`src/rtl/mvd_pkg.sv`:
```
`default_nettype none
// ----------------------------------------------------------------------------
// mvd_pkg
// Shared widths, reset values and lane control type for the magnetic
// vehicle detector.
// ----------------------------------------------------------------------------
package mvd_pkg;

    localparam int SAMPLE_W       = 16;
    localparam int SUM_OUT_W      = 21;
    localparam int THRESH_W       = 16;
    localparam int THRESH_RESET   = 90;
    localparam int WINDOW_DEFAULT = 20;
    localparam int FIFO_DEPTH     = 4;

    typedef struct packed {
        logic load;        // sample word accepted this cycle
        logic s1_valid;    // stage 1 holds a word
        logic s1_capture;  // stage 1 word is the baseline capture word
    } lane_ctrl_t;

endpackage : mvd_pkg
`default_nettype wire

```
`src/rtl/mvd_if.sv`:
```
`default_nettype none
// ----------------------------------------------------------------------------
// mvd_if
// Valid/ready channels of the magnetic vehicle detector: sample input,
// result output and threshold write.
// ----------------------------------------------------------------------------
interface mvd_in_if;
    import mvd_pkg::*;
    logic                       valid;
    logic                       ready;
    logic signed [SAMPLE_W-1:0] x_sample;
    logic signed [SAMPLE_W-1:0] z_sample;

    modport source (output valid, output x_sample, output z_sample, input ready);
    modport sink   (input valid, input x_sample, input z_sample, output ready);
endinterface : mvd_in_if

interface mvd_out_if;
    import mvd_pkg::*;
    logic                        valid;
    logic                        ready;
    logic signed [SUM_OUT_W-1:0] x_window_sum;
    logic                        vehicle_present;

    modport source (output valid, output x_window_sum, output vehicle_present,
                    input ready);
    modport sink   (input valid, input x_window_sum, input vehicle_present,
                    output ready);
endinterface : mvd_out_if

interface mvd_cfg_if;
    import mvd_pkg::*;
    logic                valid;
    logic                ready;
    logic [THRESH_W-1:0] data;

    modport source (output valid, output data, input ready);
    modport sink   (input valid, input data, output ready);
endinterface : mvd_cfg_if
`default_nettype wire

```
`src/rtl/mvd_lane.sv`:
```
`default_nettype none
// ----------------------------------------------------------------------------
// mvd_lane
// One axis: sample ring, running window sum, baseline capture and the
// deviation compare against the scaled threshold. Two register stages.
// ----------------------------------------------------------------------------
module mvd_lane
    import mvd_pkg::*;
#(
    parameter int WINDOW = WINDOW_DEFAULT
)
(
    input  wire logic                                     clk,
    input  wire logic                                     rst_n,
    input  wire lane_ctrl_t                               ctrl,
    input  wire logic [$clog2(WINDOW)-1:0]                slot,
    input  wire logic signed [SAMPLE_W-1:0]               sample,
    input  wire logic [SAMPLE_W+$clog2(WINDOW)-1:0]       limit,
    output logic signed [SAMPLE_W+$clog2(WINDOW)-1:0]     sum,
    output logic                                          hit
);

    localparam int SUM_W = SAMPLE_W + $clog2(WINDOW);
    localparam int SW2   = SUM_W + 2;

    logic signed [SAMPLE_W-1:0] ring_reg [WINDOW];
    logic signed [SUM_W-1:0]    sum_reg;
    logic signed [SUM_W-1:0]    sum_next;
    logic [SUM_W-1:0]           base_reg;
    logic signed [SUM_W-1:0]    out_sum_reg;
    logic                       hit_reg;
    logic                       hit_next;

    logic signed [SW2-1:0] s_ext;
    logic signed [SW2-1:0] mag;
    logic signed [SW2-1:0] base_eff;
    logic signed [SW2-1:0] diff;
    logic signed [SW2-1:0] dev;
    logic signed [SW2-1:0] limit_ext;

    assign sum_next = sum_reg + SUM_W'(sample) - SUM_W'(ring_reg[slot]);

    always_comb
    begin
        s_ext     = SW2'(sum_reg);
        mag       = (s_ext < 0) ? -s_ext : s_ext;
        base_eff  = ctrl.s1_capture ? mag : SW2'(base_reg);
        diff      = s_ext - base_eff;
        dev       = (diff < 0) ? -diff : diff;
        limit_ext = SW2'(limit);
        hit_next  = (dev >= limit_ext);
    end

    always_ff @(posedge clk or negedge rst_n)
    begin
        if (!rst_n)
        begin
            for (int i = 0; i < WINDOW; i++)
            begin
                ring_reg[i] <= '0;
            end
            sum_reg  <= '0;
            base_reg <= '0;
        end
        else
        begin
            if (ctrl.load)
            begin
                ring_reg[slot] <= sample;
                sum_reg        <= sum_next;
            end
            if (ctrl.s1_capture)
            begin
                base_reg <= mag[SUM_W-1:0];
            end
        end
    end

    always_ff @(posedge clk)
    begin
        if (ctrl.s1_valid)
        begin
            out_sum_reg <= sum_reg;
            hit_reg     <= hit_next;
        end
    end

    assign sum = out_sum_reg;
    assign hit = hit_reg;

endmodule : mvd_lane
`default_nettype wire

```
`src/rtl/mvd_merge.sv`:
```
`default_nettype none
// ----------------------------------------------------------------------------
// mvd_merge
// Combines the lane flags, trims the X sum to the output width and queues
// result words in a small output FIFO.
// ----------------------------------------------------------------------------
module mvd_merge
    import mvd_pkg::*;
#(
    parameter int SUM_W = SAMPLE_W + $clog2(WINDOW_DEFAULT)
)
(
    input  wire logic                          clk,
    input  wire logic                          rst_n,
    input  wire logic                          push,
    input  wire logic signed [SUM_W-1:0]       x_sum,
    input  wire logic                          x_hit,
    input  wire logic                          z_hit,
    output logic [$clog2(FIFO_DEPTH+1)-1:0]    fill,
    mvd_out_if.source                          results
);

    localparam int PTR_W = $clog2(FIFO_DEPTH);
    localparam int CNT_W = $clog2(FIFO_DEPTH + 1);
    localparam int EXT_W = (SUM_W > SUM_OUT_W) ? SUM_W : SUM_OUT_W;

    logic signed [SUM_OUT_W-1:0] sum_q [FIFO_DEPTH];
    logic                        flag_q [FIFO_DEPTH];
    logic [PTR_W-1:0]            wr_ptr_reg;
    logic [PTR_W-1:0]            rd_ptr_reg;
    logic [CNT_W-1:0]            count_reg;
    logic signed [EXT_W-1:0]     sum_ext;
    logic                        pop;

    assign sum_ext = EXT_W'(x_sum);
    assign pop     = results.valid && results.ready;

    always_ff @(posedge clk)
    begin
        if (push)
        begin
            sum_q[wr_ptr_reg]  <= sum_ext[SUM_OUT_W-1:0];
            flag_q[wr_ptr_reg] <= x_hit || z_hit;
        end
    end

    always_ff @(posedge clk or negedge rst_n)
    begin
        if (!rst_n)
        begin
            wr_ptr_reg <= '0;
            rd_ptr_reg <= '0;
            count_reg  <= '0;
        end
        else
        begin
            if (push)
            begin
                wr_ptr_reg <= wr_ptr_reg + 1'b1;
            end
            if (pop)
            begin
                rd_ptr_reg <= rd_ptr_reg + 1'b1;
            end
            unique case ({push, pop})
                2'b10:   count_reg <= count_reg + 1'b1;
                2'b01:   count_reg <= count_reg - 1'b1;
                default: count_reg <= count_reg;
            endcase
        end
    end

    assign results.valid           = (count_reg != '0);
    assign results.x_window_sum    = sum_q[rd_ptr_reg];
    assign results.vehicle_present = flag_q[rd_ptr_reg];
    assign fill                    = count_reg;

endmodule : mvd_merge
`default_nettype wire

```
`src/rtl/magnetic_vehicle_detector.sv`:
```
`default_nettype none
// ----------------------------------------------------------------------------
// magnetic_vehicle_detector
// Moving-average baseline detector on X and Z magnetometer samples.
// ----------------------------------------------------------------------------
// Takes one sample word per cycle, back to back, while input ready is high.
// Each word goes through two register stages (running-sum update, then
// baseline/deviation compare in the X and Z lanes) and a four-entry output
// FIFO before its result word appears. The first WINDOW words only fill
// the rings and give no result; word WINDOW+1 captures both baselines and it
// and every later word give one result. Input ready drops only when the words
// in flight plus those queued reach the FIFO depth. Threshold writes are taken
// at any time (ready is always high) and are meant to be made while idle.
// ----------------------------------------------------------------------------
module magnetic_vehicle_detector
    import mvd_pkg::*;
#(
    parameter int WINDOW = WINDOW_DEFAULT
)
(
    input  wire logic  clk,
    input  wire logic  rst_n,
    mvd_in_if.sink     samples,
    mvd_cfg_if.sink    threshold,
    mvd_out_if.source  results
);

    localparam int SUM_W  = SAMPLE_W + $clog2(WINDOW);
    localparam int SLOT_W = $clog2(WINDOW);
    localparam int WARM_W = $clog2(WINDOW + 2);
    localparam int CNT_W  = $clog2(FIFO_DEPTH + 1);

    logic [SLOT_W-1:0]       slot_reg;
    logic [WARM_W-1:0]       warm_reg;
    logic [SUM_W-1:0]        limit_reg;
    logic                    s1_valid_reg;
    logic                    s1_result_reg;
    logic                    s1_capture_reg;
    logic                    s2_valid_reg;
    logic                    s2_result_reg;
    logic                    load;
    logic                    warm_done;
    logic                    at_window;
    logic [CNT_W-1:0]        fill;
    logic [CNT_W-1:0]        occupancy;
    lane_ctrl_t              lane_ctrl;
    logic signed [SUM_W-1:0] x_sum;
    logic signed [SUM_W-1:0] z_sum;
    logic                    x_hit;
    logic                    z_hit;

    assign occupancy       = CNT_W'(s1_valid_reg) + CNT_W'(s2_valid_reg) + fill;
    assign samples.ready   = (occupancy < CNT_W'(FIFO_DEPTH));
    assign threshold.ready = 1'b1;
    assign load            = samples.valid && samples.ready;
    assign warm_done       = (warm_reg == WARM_W'(WINDOW + 1));
    assign at_window       = (warm_reg == WARM_W'(WINDOW));

    assign lane_ctrl = '{load: load, s1_valid: s1_valid_reg, s1_capture: s1_capture_reg};

    always_ff @(posedge clk or negedge rst_n)
    begin
        if (!rst_n)
        begin
            slot_reg       <= '0;
            warm_reg       <= '0;
            limit_reg      <= SUM_W'(THRESH_RESET * WINDOW);
            s1_valid_reg   <= 1'b0;
            s1_result_reg  <= 1'b0;
            s1_capture_reg <= 1'b0;
            s2_valid_reg   <= 1'b0;
            s2_result_reg  <= 1'b0;
        end
        else
        begin
            if (threshold.valid)
            begin
                limit_reg <= SUM_W'(32'(threshold.data) * WINDOW);
            end
            if (load)
            begin
                slot_reg <= (slot_reg == SLOT_W'(WINDOW - 1)) ? '0 : slot_reg + 1'b1;
                if (!warm_done)
                begin
                    warm_reg <= warm_reg + 1'b1;
                end
            end
            s1_valid_reg   <= load;
            s1_result_reg  <= load && (warm_done || at_window);
            s1_capture_reg <= load && at_window;
            s2_valid_reg   <= s1_valid_reg;
            s2_result_reg  <= s1_result_reg;
        end
    end

    mvd_lane #(.WINDOW(WINDOW)) u_x_lane (
        .clk    (clk),
        .rst_n  (rst_n),
        .ctrl   (lane_ctrl),
        .slot   (slot_reg),
        .sample (samples.x_sample),
        .limit  (limit_reg),
        .sum    (x_sum),
        .hit    (x_hit)
    );

    mvd_lane #(.WINDOW(WINDOW)) u_z_lane (
        .clk    (clk),
        .rst_n  (rst_n),
        .ctrl   (lane_ctrl),
        .slot   (slot_reg),
        .sample (samples.z_sample),
        .limit  (limit_reg),
        .sum    (z_sum),
        .hit    (z_hit)
    );

    mvd_merge #(.SUM_W(SUM_W)) u_merge (
        .clk     (clk),
        .rst_n   (rst_n),
        .push    (s2_result_reg),
        .x_sum   (x_sum),
        .x_hit   (x_hit),
        .z_hit   (z_hit),
        .fill    (fill),
        .results (results)
    );

    a_occupancy: assert property (@(posedge clk) disable iff (!rst_n)
        occupancy <= CNT_W'(FIFO_DEPTH))
        else $error("pipeline plus FIFO overfilled");

    a_result_after_warmup: assert property (@(posedge clk) disable iff (!rst_n)
        s2_result_reg |-> warm_done)
        else $error("result word before warmup done");

    a_single_capture: assert property (@(posedge clk) disable iff (!rst_n)
        s1_capture_reg |=> !s1_capture_reg && !at_window)
        else $error("baseline captured twice");

    a_capture_is_result: assert property (@(posedge clk) disable iff (!rst_n)
        s1_capture_reg |-> s1_result_reg && s1_valid_reg)
        else $error("capture word without result");

    a_z_sum_range: assert property (@(posedge clk) disable iff (!rst_n)
        s2_valid_reg |-> (z_sum >= -(WINDOW * (2 ** (SAMPLE_W - 1)))) &&
                         (z_sum <= WINDOW * (2 ** (SAMPLE_W - 1) - 1)))
        else $error("Z window sum out of range");

endmodule : magnetic_vehicle_detector
`default_nettype wire
```
`src/flat_wrapper.sv`:
```
// flat-port wrapper written by rule: the top's interface ports become plain ports
module magnetic_vehicle_detector_flat import mvd_pkg::*;
#(
    parameter int WINDOW = WINDOW_DEFAULT
)
  (clk, rst_n, samples_valid, samples_x_sample, samples_z_sample, samples_ready, threshold_valid, threshold_data, threshold_ready, results_valid, results_x_window_sum, results_vehicle_present, results_ready);
  mvd_in_if samples_i ();
  mvd_cfg_if threshold_i ();
  mvd_out_if results_i ();
  input  wire logic clk;
  input  wire logic rst_n;
  input wire logic [$bits(samples_i.valid)-1:0] samples_valid;
  input wire logic [$bits(samples_i.x_sample)-1:0] samples_x_sample;
  input wire logic [$bits(samples_i.z_sample)-1:0] samples_z_sample;
  output wire logic [$bits(samples_i.ready)-1:0] samples_ready;
  input wire logic [$bits(threshold_i.valid)-1:0] threshold_valid;
  input wire logic [$bits(threshold_i.data)-1:0] threshold_data;
  output wire logic [$bits(threshold_i.ready)-1:0] threshold_ready;
  output wire logic [$bits(results_i.valid)-1:0] results_valid;
  output wire logic [$bits(results_i.x_window_sum)-1:0] results_x_window_sum;
  output wire logic [$bits(results_i.vehicle_present)-1:0] results_vehicle_present;
  input wire logic [$bits(results_i.ready)-1:0] results_ready;
  assign samples_i.valid = samples_valid;
  assign samples_i.x_sample = samples_x_sample;
  assign samples_i.z_sample = samples_z_sample;
  assign samples_ready = samples_i.ready;
  assign threshold_i.valid = threshold_valid;
  assign threshold_i.data = threshold_data;
  assign threshold_ready = threshold_i.ready;
  assign results_valid = results_i.valid;
  assign results_x_window_sum = results_i.x_window_sum;
  assign results_vehicle_present = results_i.vehicle_present;
  assign results_i.ready = results_ready;
  magnetic_vehicle_detector #(.WINDOW(WINDOW)) u_core (.clk(clk), .rst_n(rst_n), .samples(samples_i), .threshold(threshold_i), .results(results_i));
endmodule
```
`config.mk`:
```
export PLATFORM = sky130hd
export DESIGN_NAME = magnetic_vehicle_detector_flat
export DESIGN_NICKNAME = d
export VERILOG_FILES = /design/src/rtl/mvd_pkg.sv /design/src/rtl/mvd_if.sv /design/src/rtl/mvd_lane.sv /design/src/rtl/mvd_merge.sv /design/src/rtl/magnetic_vehicle_detector.sv /design/src/flat_wrapper.sv
export SDC_FILE = /design/constraint.sdc
export NUM_CORES = 2
export LEC_CHECK = 0
export BUFFER_PORTS_ARGS = -buffer_cell sky130_fd_sc_hd__buf_2
export CELL_PAD_IN_SITES_DETAIL_PLACEMENT = 1
export CELL_PAD_IN_SITES_GLOBAL_PLACEMENT = 2
export CORE_UTILIZATION = 43
export DETAILED_ROUTE_END_ITERATION = 8
export PLACE_DENSITY = 0.77
export REMOVE_ABC_BUFFERS = 1
export SKIP_LAST_GASP = 1
export SYNTH_ARGS = -nofsm -noshare
export SYNTH_HDL_FRONTEND = slang
export SYNTH_SLANG_ARGS = --single-unit
```
`constraint.sdc`:
```
create_clock -name clk -period 7.2 [get_ports clk]
set_input_delay 0.72 -clock clk [delete_from_list [all_inputs] [get_ports clk]]
set_output_delay 0.72 -clock clk [all_outputs]
set_load 0.05 [all_outputs]
```
==> metrics <==
worst-case clock buffer depth 3; count leader, synth nand2_1; Layout Cell Area excl Fill 0.0504 mm^2; min Tclk post-route ~6.3 ns; pin count of the biggest net entering global routing approximately 170; drt first pass iters 5; starting density of the core 43.5%; final core occ roughly half; number of synthesized flops with an enable pin 111; largest stage delay on the critical path 0.63 ns; gr ovfl total 0; HP Class in2async; layout cell share with drive strength beyond 1 between 10 and 15%; startpoint type of the worst setup path flip-flop; Routed Antenna Nets 0; Pleak between 20 and 25 nW; port bufs between 70 and 80; DRC violations left 0; Clock Latency Late Sink 0.70 ns; asr flop ratio synth between 80% and 90%; Final TNS setup 0 ns; Post-CTS Setup Inserts 0; initial drt markers around 1400; total number of vias ~31000; crit end category flip-flop; Crit path max-delay family simple AND/OR/NAND/NOR gates; final hold viol count 0; final slew viol count 0; CP max stage cell nor4_1; initial antenna violation count 1; ys flop type dfrtp_1; RSZ-0062 raised after global routing false; Cell Area, Synth roughly 0.045 mm^2; hold_buf cts 0; library cells used by synthesis 75; cts bufs inserted between 90 and 100; diode count 0; synth top area cells dfrtp_1 (42%), mux4_2 (9.1%), o21ai_0 (7.9%); Syn Inst Count between 4000 and 5000; Synth top area share 42.1%; Clock transition at path regs approximately 0.060 ns; final setup vio count 0; worst hold slack 0.0627 ns; Tot GR Track Use a little under a quarter; CP arrival about 6.7 ns; DR WL/cell about 21 um; first-pass GRT wire length 196000 um; CORE AREA approximately 0.10 mm^2; WP data required 7.60 ns; Yosys reg bits approximately 880; Max Clk Rate about 0.16 GHz; Setup CP Type reg2reg; chip height 326 um; Seq/Total Area, Yosys between 40% and 50%; Setup Skew just under 0.03 ns; Final Cycle Share 87.1%; DP HPWL about 80000 um; sum of buffers and inverters on the critical path 0; Finished Layout Cells about 5700; max-cap violations 0; Resize count post-CTS 0; relative slew slack 26.7%; cell taking the most area after synthesis dfrtp_1; Sink Count around 880; Worst Tran Pin Value 1.10 ns; GP Congestion 0.788; Final #Nets between 4000 and 5000; peak fanout along the critical path 10; # placed instances 5553; num ports 78; Yosys warnings 0; H-tree Lvls 3; via/cell ratio roughly 5.5; Syn Area/Cell 10.5 um^2; Placement Cell Area approximately 0.047 mm^2; area grow syn2layout 11.5%; clk root buf clkbuf_16; Die Area 0.106 mm^2; Routed WL between 100000 and 150000 um; vias in the first global route between 30000 and 40000; Power Dens Cells roughly 540 mW/mm^2; top cells by count, synth nand2_1 (771), dfrtp_1 (761), o21ai_0 (712); num rows 118; outcome complete, no violations; die width 326 um; CTS tree built; worst vdd ir approximately 0.23 mV
[cells by family after synthesis]
| logic type | count (synthesis) | share of synthesized area [%] |
|---|---|---|
| AO/OA/AOI/OAI | 1070 | 13.3 |
| XOR/XNOR | 177 | 3.43 |
| adder cells (fa/ha/maj) | 216 | 6.71 |
| buffers and inverters | 555 | 4.62 |
| flip-flops | 876 | 49.7 |
| multiplexers | 299 | 11.8 |
| other | 1 | 0.00830 |
| AND/OR/NAND/NOR | 1118 | 10.4 |
[final timing paths]
| kind | slack, ns | end | start | depth (start not counted) |
|---|---|---|---|---|
| worst min register to register | 0.35 | u_core.s2_result_reg$_DFF_PN0_ | u_core.s1_result_reg$_DFF_PN0_ | 0 |
| worst max-delay path | 0.93 | u_core.u_x_lane.hit$_DFFE_PP_ | u_core.u_x_lane.sum_reg[2]$_DFFE_PN0P_ | 26 |
| min in group clk | 0.31 | u_core.limit_reg[3]$_DFFE_PN1P_ | threshold_data[1] | 3 |
| worst min-delay path | 0.06 | u_core.s1_result_reg$_DFF_PN0_ | rst_n | 1 |
| max in group asynchronous | 5.59 | u_core.u_z_lane.ring_reg[198]$_DFFE_PN0P_ | rst_n | 2 |
| worst max register to register | 0.93 | u_core.u_x_lane.hit$_DFFE_PP_ | u_core.u_x_lane.sum_reg[2]$_DFFE_PN0P_ | 26 |
[per-stage QoR]
| stage | setup slack, ns | total power, mW |
|---|---|---|
| final | 0.932 | 27.4 |
| after global routing | 0.305 | 29.7 |
| after CTS | 0.876 | 27.7 |
| after detailed placement | 0.904 | 22.3 |
| after global placement | 1.10 | 21.9 |
| after floorplan | -3.07 | 18.7 |
[final cells by class]
class | count | area (um^2)
repair buffers | 157 | 1110
clock buffers | 139 | 2940
multi-input cells | 2883 | 20700
flip-flops and latches | 876 | 22500
well taps | 1380 | 1730
inverters | 257 | 965
fillers | 11400 | 53500
clock inverters | 44 | 458
[routing by layer]
layer	up-vias	GRT usage, %	wire [um]
met4	0	5.55	2270
met5	-	0	0
met1	16000	32.3	57300
met3	142	2.73	3000
met2	324	39.6	59300
li1	14900	-	-
[where the power goes]
group | internal, mW | switching (mW)
clock | 3.10 | 2.14
combinational | 6.21 | 7.94
sequential | 6.78 | 1.20
[layout by cell type, fill, tap and decap left out, drive strengths merged, types with 33 or more instances in the layout]
cell type  netlist  routed
a21o            67      67
a21oi          120     120
buf             34     157
clkbuf         264     139
dfrtp          761     761
edfxtp         111     111
fa              44      44
ha             172     172
inv            256     261
mux2            47      47
mux2i           70      70
mux4           182     182
nand2          771     771
nand3           34      34
nor2           137     137
nor3            33      33
o21ai          717     717
xnor2          134     134
xor2            43      43
Note: power is estimated with default switching activity, not from simulation.
